File: src/b64d_pkg.sv
// ----------------------------------------------------------------------------
// Base64 decoder package
// Payload types, queue entry type, register indexes and symbol lookup.
// ----------------------------------------------------------------------------
package b64d_pkg;

    localparam int QUEUE_DEPTH_DEFAULT = 2;

    localparam logic CFG_CUSTOM_ALPHABET = 1'b0;
    localparam logic CFG_OUT_CAPACITY    = 1'b1;

    localparam logic [15:0] CAPACITY_RESET = 16'hFFFF;

    localparam logic [7:0] SYM_PAD  = 8'd254;
    localparam logic [7:0] SYM_SKIP = 8'd255;
    localparam logic [2:0] MAX_PADS = 3'd4;

    localparam logic [7:0] CHAR_UPPER_A = 8'h41;
    localparam logic [7:0] CHAR_UPPER_Z = 8'h5A;
    localparam logic [7:0] CHAR_LOWER_A = 8'h61;
    localparam logic [7:0] CHAR_LOWER_Z = 8'h7A;
    localparam logic [7:0] CHAR_ZERO    = 8'h30;
    localparam logic [7:0] CHAR_NINE    = 8'h39;
    localparam logic [7:0] CHAR_PLUS    = 8'h2B;
    localparam logic [7:0] CHAR_SLASH   = 8'h2F;
    localparam logic [7:0] CHAR_EQUAL   = 8'h3D;
    localparam logic [7:0] CHAR_HASH    = 8'h23;
    localparam logic [7:0] CHAR_DOLLAR  = 8'h24;

    typedef struct packed {
        logic [7:0] ch;
        logic       char_valid;
        logic       end_of_string;
    } t_in;

    typedef struct packed {
        logic [7:0]  out_byte;
        logic        byte_valid;
        logic        is_last;
        logic        status;
        logic [15:0] total_len;
    } t_out;

    typedef struct packed {
        logic [23:0] acc;
        logic [1:0]  nbytes;
        logic        err;
        logic        last;
        logic [15:0] base_len;
    } t_job;

    function automatic logic [7:0] sym_value(input logic [7:0] c, input logic custom);
        logic [7:0] v;
        v = SYM_SKIP;
        if (c >= CHAR_UPPER_A && c <= CHAR_UPPER_Z) begin
            v = c - CHAR_UPPER_A;
        end else if (c >= CHAR_LOWER_A && c <= CHAR_LOWER_Z) begin
            v = c - CHAR_LOWER_A + 8'd26;
        end else if (c >= CHAR_ZERO && c <= CHAR_NINE) begin
            v = c - CHAR_ZERO + 8'd52;
        end else if (c == CHAR_PLUS) begin
            v = 8'd62;
        end else if (c == CHAR_SLASH) begin
            v = 8'd63;
        end else if (c == CHAR_EQUAL) begin
            v = SYM_PAD;
        end else if (custom && c == CHAR_HASH) begin
            v = 8'd62;
        end else if (custom && c == CHAR_DOLLAR) begin
            v = 8'd63;
        end
        return v;
    endfunction

endpackage

File: src/b64d_front.sv
// ----------------------------------------------------------------------------
// Base64 decoder front end
// Holds configuration and per-string state, classifies each character and
// turns each item into at most one queue entry.
// ----------------------------------------------------------------------------
module b64d_front (
    input  logic            i_clk,
    input  logic            i_rst_n,
    input  logic            i_cfg_we,
    input  logic            i_cfg_idx,
    input  logic [15:0]     i_cfg_data,
    input  logic            i_accept,
    input  b64d_pkg::t_in   i_in,
    output logic            o_push,
    output b64d_pkg::t_job  o_job
);

    logic        r_custom;
    logic [15:0] r_capacity;
    logic [23:0] r_acc;
    logic [1:0]  r_sym_cnt;
    logic [2:0]  r_pad_cnt;
    logic [15:0] r_bytes;
    logic        r_dropping;

    logic [7:0]  sym;
    logic        is_sym;
    logic        is_pad;
    logic [5:0]  sym6;
    logic [2:0]  n_pad_cnt;
    logic [23:0] n_acc;
    logic        complete;
    logic [1:0]  nb;
    logic [16:0] sum;
    logic        err;
    logic        emit_data;

    always_comb begin
        sym       = b64d_pkg::sym_value(i_in.ch, r_custom);
        is_sym    = i_in.char_valid && !r_dropping && (sym != b64d_pkg::SYM_SKIP);
        is_pad    = (sym == b64d_pkg::SYM_PAD);
        sym6      = is_pad ? 6'd0 : sym[5:0];
        n_pad_cnt = (is_sym && is_pad && r_pad_cnt < b64d_pkg::MAX_PADS)
                    ? r_pad_cnt + 3'd1 : r_pad_cnt;
        n_acc     = {r_acc[17:0], sym6};
        complete  = is_sym && (r_sym_cnt == 2'd3);
        nb        = (n_pad_cnt >= 3'd3) ? 2'd1 : 2'(3'd3 - n_pad_cnt);
        sum       = {1'b0, r_bytes} + {15'd0, nb};
        err       = complete && (n_pad_cnt >= b64d_pkg::MAX_PADS || sum > {1'b0, r_capacity});
        emit_data = complete && !err;
    end

    assign o_push          = i_accept && (err || emit_data || (i_in.end_of_string && !r_dropping));
    assign o_job.acc       = n_acc;
    assign o_job.nbytes    = emit_data ? nb : 2'd0;
    assign o_job.err       = err;
    assign o_job.last      = i_in.end_of_string;
    assign o_job.base_len  = r_bytes;

    always_ff @(posedge i_clk) begin
        if (!i_rst_n) begin
            r_custom   <= 1'b0;
            r_capacity <= b64d_pkg::CAPACITY_RESET;
        end else if (i_cfg_we) begin
            unique case (i_cfg_idx)
                b64d_pkg::CFG_CUSTOM_ALPHABET: r_custom   <= i_cfg_data[0];
                b64d_pkg::CFG_OUT_CAPACITY:    r_capacity <= i_cfg_data;
            endcase
        end
    end

    always_ff @(posedge i_clk) begin
        if (!i_rst_n) begin
            r_acc      <= '0;
            r_sym_cnt  <= '0;
            r_pad_cnt  <= '0;
            r_bytes    <= '0;
            r_dropping <= 1'b0;
        end else if (i_accept) begin
            if (i_in.end_of_string) begin
                r_acc      <= '0;
                r_sym_cnt  <= '0;
                r_pad_cnt  <= '0;
                r_bytes    <= '0;
                r_dropping <= 1'b0;
            end else if (is_sym) begin
                r_acc     <= complete ? 24'd0 : n_acc;
                r_sym_cnt <= r_sym_cnt + 2'd1;
                r_pad_cnt <= n_pad_cnt;
                if (emit_data) begin
                    r_bytes <= sum[15:0];
                end
                if (err) begin
                    r_dropping <= 1'b1;
                end
            end
        end
    end

endmodule

File: src/b64d_queue.sv
// ----------------------------------------------------------------------------
// Base64 decoder job queue
// Small FIFO between the front end and the result sequencer.
// ----------------------------------------------------------------------------
module b64d_queue #(
    parameter int DEPTH = b64d_pkg::QUEUE_DEPTH_DEFAULT
) (
    input  logic            i_clk,
    input  logic            i_rst_n,
    input  logic            i_push,
    input  b64d_pkg::t_job  i_job,
    input  logic            i_pop,
    output logic            o_full,
    output logic            o_valid,
    output b64d_pkg::t_job  o_head
);

    localparam int PTR_W = (DEPTH > 1) ? $clog2(DEPTH) : 1;
    localparam int CNT_W = $clog2(DEPTH + 1);

    b64d_pkg::t_job r_mem [DEPTH];
    logic [PTR_W-1:0] r_wr_ptr;
    logic [PTR_W-1:0] r_rd_ptr;
    logic [CNT_W-1:0] r_count;

    assign o_full  = (r_count == CNT_W'(DEPTH));
    assign o_valid = (r_count != '0);
    assign o_head  = r_mem[r_rd_ptr];

    always_ff @(posedge i_clk) begin
        if (i_push) begin
            r_mem[r_wr_ptr] <= i_job;
        end
    end

    always_ff @(posedge i_clk) begin
        if (!i_rst_n) begin
            r_wr_ptr <= '0;
            r_rd_ptr <= '0;
            r_count  <= '0;
        end else begin
            if (i_push) begin
                r_wr_ptr <= (r_wr_ptr == PTR_W'(DEPTH - 1)) ? '0 : r_wr_ptr + PTR_W'(1);
            end
            if (i_pop) begin
                r_rd_ptr <= (r_rd_ptr == PTR_W'(DEPTH - 1)) ? '0 : r_rd_ptr + PTR_W'(1);
            end
            if (i_push && !i_pop) begin
                r_count <= r_count + CNT_W'(1);
            end else if (i_pop && !i_push) begin
                r_count <= r_count - CNT_W'(1);
            end
        end
    end

endmodule

File: src/b64d_back.sv
// ----------------------------------------------------------------------------
// Base64 decoder result sequencer
// Expands each queued job into one to three results behind an output register.
// ----------------------------------------------------------------------------
module b64d_back (
    input  logic            i_clk,
    input  logic            i_rst_n,
    input  logic            i_q_valid,
    input  b64d_pkg::t_job  i_job,
    output logic            o_pop,
    output logic            o_out_valid,
    input  logic            i_out_stall,
    output b64d_pkg::t_out  o_out
);

    logic [1:0]     r_k;
    logic           r_out_valid;
    b64d_pkg::t_out r_out;

    logic           load;
    logic           take;
    logic [1:0]     cnt;
    logic           last_k;
    b64d_pkg::t_out res;

    always_comb begin
        load   = !r_out_valid || !i_out_stall;
        take   = load && i_q_valid;
        cnt    = (i_job.err || i_job.nbytes == 2'd0) ? 2'd1 : i_job.nbytes;
        last_k = (r_k == cnt - 2'd1);

        res = '0;
        if (i_job.err) begin
            res.is_last   = 1'b1;
            res.status    = 1'b1;
            res.total_len = i_job.base_len;
        end else if (i_job.nbytes == 2'd0) begin
            res.is_last   = 1'b1;
            res.total_len = i_job.base_len;
        end else begin
            unique case (r_k)
                2'd0:    res.out_byte = i_job.acc[23:16];
                2'd1:    res.out_byte = i_job.acc[15:8];
                default: res.out_byte = i_job.acc[7:0];
            endcase
            res.byte_valid = 1'b1;
            res.is_last    = i_job.last && last_k;
            res.total_len  = i_job.base_len + {14'd0, r_k} + 16'd1;
        end
    end

    assign o_pop       = take && last_k;
    assign o_out_valid = r_out_valid;
    assign o_out       = r_out;

    always_ff @(posedge i_clk) begin
        if (!i_rst_n) begin
            r_k         <= '0;
            r_out_valid <= 1'b0;
        end else begin
            if (load) begin
                r_out_valid <= i_q_valid;
            end
            if (take) begin
                r_k <= last_k ? 2'd0 : r_k + 2'd1;
            end
        end
    end

    always_ff @(posedge i_clk) begin
        if (take) begin
            r_out <= res;
        end
    end

endmodule

File: src/base64_decoder_custom_alphabet.sv
// ----------------------------------------------------------------------------
// Base64 decoder with custom alphabet
// Jobs are registered in the job queue, results in the output register.
// Throughput: one character per cycle while the job queue is not full;
// a completed group yields one result per decoded byte; the queue absorbs it.
// Reset: synchronous active low; clears string state, queue and output,
// sets custom_alphabet to 0 and out_capacity to 65535.
// ----------------------------------------------------------------------------
module base64_decoder_custom_alphabet #(
    parameter int QUEUE_DEPTH = b64d_pkg::QUEUE_DEPTH_DEFAULT
) (
    input  logic            i_clk,
    input  logic            i_rst_n,
    input  logic            i_cfg_we,
    input  logic            i_cfg_idx,
    input  logic [15:0]     i_cfg_data,
    input  logic            i_in_valid,
    output logic            o_in_stall,
    input  b64d_pkg::t_in   i_in,
    output logic            o_out_valid,
    input  logic            i_out_stall,
    output b64d_pkg::t_out  o_out
);

    logic           accept;
    logic           push;
    logic           pop;
    logic           q_full;
    logic           q_valid;
    b64d_pkg::t_job job;
    b64d_pkg::t_job head;

    assign o_in_stall = q_full;
    assign accept     = i_in_valid && !q_full;

    b64d_front u_front (
        .i_clk      (i_clk),
        .i_rst_n    (i_rst_n),
        .i_cfg_we   (i_cfg_we),
        .i_cfg_idx  (i_cfg_idx),
        .i_cfg_data (i_cfg_data),
        .i_accept   (accept),
        .i_in       (i_in),
        .o_push     (push),
        .o_job      (job)
    );

    b64d_queue #(
        .DEPTH (QUEUE_DEPTH)
    ) u_queue (
        .i_clk   (i_clk),
        .i_rst_n (i_rst_n),
        .i_push  (push),
        .i_job   (job),
        .i_pop   (pop),
        .o_full  (q_full),
        .o_valid (q_valid),
        .o_head  (head)
    );

    b64d_back u_back (
        .i_clk       (i_clk),
        .i_rst_n     (i_rst_n),
        .i_q_valid   (q_valid),
        .i_job       (head),
        .o_pop       (pop),
        .o_out_valid (o_out_valid),
        .i_out_stall (i_out_stall),
        .o_out       (o_out)
    );

endmodule

File: config.mk
export PLATFORM = sky130hd
export DESIGN_NAME = base64_decoder_custom_alphabet
export DESIGN_NICKNAME = d
export VERILOG_FILES = /design/src/b64d_pkg.sv /design/src/b64d_front.sv /design/src/b64d_queue.sv /design/src/b64d_back.sv /design/src/base64_decoder_custom_alphabet.sv
export SDC_FILE = /design/constraint.sdc
export NUM_CORES = 1
export LEC_CHECK = 0
export ABC_AREA = 0
export BUFFER_PORTS_ARGS = -buffer_cell sky130_fd_sc_hd__clkbuf_2
export CAP_MARGIN = 40
export CELL_PAD_IN_SITES_DETAIL_PLACEMENT = 1
export CELL_PAD_IN_SITES_GLOBAL_PLACEMENT = 1
export CORE_MARGIN = 2
export CORE_UTILIZATION = 53
export DETAILED_ROUTE_END_ITERATION = 10
export MAX_ROUTING_LAYER = met4
export PLACE_DENSITY_LB_ADDON = 0.1
export SLEW_MARGIN = 15
export SYNTH_ARGS = -nofsm -noshare
export SYNTH_HDL_FRONTEND = slang
export SYNTH_SLANG_ARGS = --single-unit
File: constraint.sdc
create_clock -name i_clk -period 11.9 [get_ports i_clk]
set_input_delay 1.19 -clock i_clk [delete_from_list [all_inputs] [get_ports i_clk]]
set_output_delay 1.19 -clock i_clk [all_outputs]
set_load 0.03 [all_outputs]
==> results.yml <==
status:
  status: "finished clean"
timing:
  setup_slack_ns: 5.38
  hold_viol_final: 0
  slew_headroom: 0.453
  clock-skew-final_ns: 0.0103
  rsz0062_at_grt: "false"
  fmax_mhz: 153
  finalCritPeriodShare: 0.548
  tightest_slew_ns: 0.819
  setup_violations: 0
  tns_ns: 0
  fin_crit_ns: 6.52
  drv_slew: 0
hold_path:
  hp-start: "u_front.r_acc[6]"
  holdPathEnd: "u_queue.r_mem[0][32]"
  min_path_type: "reg -> reg"
  worstHoldPathCells: 0
clocking:
  cts_buffer_depth: 2
  clock_latency_ns: 0.43
  cts_tree: "done"
  cts-root-buf: "clkbuf_16"
  htreeDepth: 4
  cts_setup_buffers: 0
  cts-resized-gates: 0
  path_clk_slew_ns: 0.06
  numCtsBuffers: 17
  cts_hold_buffers: 0
  cts_sinks: 180
routing:
  drt-wirelength-per-cell_um: 20.1
  num_vias: 6077
  first_pass_iters: 5
  met2WireLength_um: 10100
  vias_per_cell: 5.92
  drtAntennaViolNets: 0
  highest_layer: "met4"
  wl_met3_um: 901
  routed_wl_um: 20700
  first_iter_violations: 378
  drt-met1-wl_um: 9280
  drc: 0
global_routing:
  grt_pass1_wl_um: 33100
  grt_pass1_vias: 6205
  overflow: 0
  grt_usage: 0.263
  antenna_found_initial: 0
  grt_max_degree: 49
yosys:
  syn_nets: 807
  ys_seq_area_frac: 0.559
  ys_ff_latch: 180
  post-synth-top-area-fraction: 0.406
  postSynthAreaPerCell_um2: 11.5
  synth_cell_types: 85
  async_reset_ff_frac: 0
  yosys.area.top_type: "edfxtp_1"
  yosysWarnings: 0
  synth_ff_type: "edfxtp_1"
  netlist_instances: 740
  yosysMostFrequentCell: "edfxtp_1"
  synthTopCellsByArea: "edfxtp_1 41%, dfxtp_1 15%, ha_1 4.9%"
  synth_common_cells: "115 x edfxtp_1, 94 x nand2_1, 65 x dfxtp_1"
  synth_edf_count: 115
  syn_area_um2: 8510
cells_and_area:
  layout.nets: 864
  stdcell_area_um2: 9630
  fillers: 1676
  drive_gt1_frac: 0.170
  area_delta_synth_final_pct: 13.2
  final_util: 0.611
  diodes: 0
placed_design:
  dp_hpwl_um: 14500
  gp_congestion: 0.897
  pre_cts_slack_ns: 5.03
  io_buffers: 60
  placed_area_um2: 9040
power:
  p_leak_nw: 3.78
  ir_worst_vdd_mv: 0.115
  pwr_density_cell_nw_per_um2: 182
  power_w: 0.00175
die:
  rows: 46
  io_pins: 61
  die_x_um: 131
  die_area_um2: 17100
  start_util: 0.540
  die_y_um: 131
  core_um2: 15800
run:
  drv_cap: 0
worst_setup_path:
  reg2reg_from: "u_front.r_custom"
  regToRegSetupSlack_ns: 6.53
  critPathCaptureType: "flop"
  r2r-end: "u_queue.r_mem[0][19]"
  worst_ep_arrival_time_ns: 6.72
  worstPathRequired_ns: 12.10
  path_max_fanout: 9
  startpoint: "i_in[5]"
  cp-start-kind: "primary input"
  reg2reg_depth: 20
  crit_type: "in -> reg"
==> metrics by stage <==
stage | std cells | hold slack [ns]
after floorplan | 740 | 0.417
after global placement | 991 | 0.424
after detailed placement | 994 | 0.451
after CTS | 1026 | 0.470
after global routing | 1026 | 0.482
final | 1026 | 0.467
==> routing by layer <==
layer  up-vias  GRT usage
met5         -          -
met4         0     0.0757
met3        29     0.0513
met2       159      0.418
met1      3016      0.346
li1       2873          -
==> state kept, by name, summed over array words and instances (netlist names), named ones only <==
register            count
u_back.o_out           27
u_queue.r_wr_ptr        1
u_queue.r_mem          88
u_front.r_custom        1
u_queue.r_count         2
u_back.r_k              2
u_front.r_pad_cnt       3
u_front.r_sym_cnt       2
u_front.r_capacity     16
u_back.o_out_valid      1
u_queue.r_rd_ptr        1
u_front.r_dropping      1
u_front.r_acc          18
u_front.r_bytes        16
==> kinds of logic (layout without fill, tap and decap cells) <==
family | count (synthesis) | count (layout) | share of synthesized area
AO/OA/AOI/OAI | 180 | 180 | 0.162
flip-flops | 180 | 180 | 0.559
buffers and inverters | 68 | 138 | 0.0337
multiplexers | 25 | 25 | 0.0307
AND/OR/NAND/NOR | 227 | 227 | 0.136
adder cells (fa/ha/maj) | 35 | 35 | 0.0532
XOR/XNOR | 25 | 25 | 0.0257
==> critical path, cell delays in order <==
cell,delay [ns]
clkbuf_2,0.18
inv_1,0.17
ha_1,0.21
nand2_1,0.11
o311a_1,0.33
o21a_2,0.20
a22oi_4,0.22
nand3_2,0.17
or3_1,0.36
a21oi_1,0.24
fa_1,0.27
nand3_1,0.20
nor3b_1,0.47
and3_1,0.25
nand2b_1,0.12
nand2_1,0.07
ha_1,0.29
nand4_1,0.15
nor2_1,0.07
a221o_1,0.35
o21ai_2,0.24
nand2_2,0.14
or3_1,0.40
a211oi_1,0.31
==> where the power goes <==
group	leakage (nW)	internal, W	switching [W]
Sequential	1.62	0.000755	0.0000267
Clock	0.284	0.000316	0.000253
Combinational	1.87	0.000122	0.000279
Total	3.78	0.00119	0.000559
==> worst max path at each step <==
stage | endpoint | slack, ns | cells after the start
2_1_floorplan | u_front.r_bytes[12] | 5.80 | 25
5_1_grt | u_queue.r_mem[0][19] | 4.94 | 24
4_1_cts | u_queue.r_mem[0][19] | 5.40 | 24
6_report | u_queue.r_mem[0][19] | 5.38 | 24
3_5_place_dp | u_queue.r_mem[0][19] | 5.03 | 24
3_3_place_gp | u_queue.r_mem[0][19] | 5.30 | 24
==> area by class of cell <==
type,instances,area (µm²),area share
well taps,216,270,0.0281
multi-input cells,492,3470,0.360
flip-flops and latches,180,4760,0.494
repair buffers,67,393,0.0408
clock inverters,15,169,0.0175
inverters,39,146,0.0152
clock buffers,17,425,0.0442
==> layout by cell type, fill, tap and decap left out, types with 4 or more instances in the layout <==
| master | synthesis | layout |
|---|---|---|
| nand2b_1 | 14 | 14 |
| a211oi_1 | 15 | 15 |
| o21ai_0 | 10 | 10 |
| o22ai_1 | 12 | 12 |
| inv_1 | 37 | 37 |
| a22oi_1 | 8 | 8 |
| or3_1 | 9 | 9 |
| nor2_1 | 31 | 31 |
| edfxtp_1 | 115 | 115 |
| nor2b_1 | 5 | 5 |
| nand4_1 | 7 | 7 |
| nand2_1 | 94 | 94 |
| dfxtp_1 | 65 | 64 |
| mux2i_1 | 16 | 16 |
| a21oi_1 | 37 | 37 |
| ha_1 | 33 | 33 |
| xor2_1 | 14 | 14 |
| and3_1 | 6 | 6 |
| clkbuf_2 | 0 | 60 |
| a311oi_1 | 7 | 7 |
| inv_6 | 0 | 4 |
| o211ai_1 | 18 | 18 |
| o2bb2ai_1 | 4 | 4 |
| buf_4 | 0 | 4 |
| a22o_1 | 15 | 15 |
| mux2_2 | 8 | 8 |
| xnor2_1 | 11 | 11 |
| and2_1 | 8 | 7 |
| nand3_1 | 15 | 15 |
| clkbuf_16 | 0 | 17 |
| a21o_1 | 12 | 12 |
| a32o_1 | 4 | 4 |
| nor3_1 | 7 | 7 |
| nand3b_1 | 4 | 4 |
(Power assumes the default switching activity.)
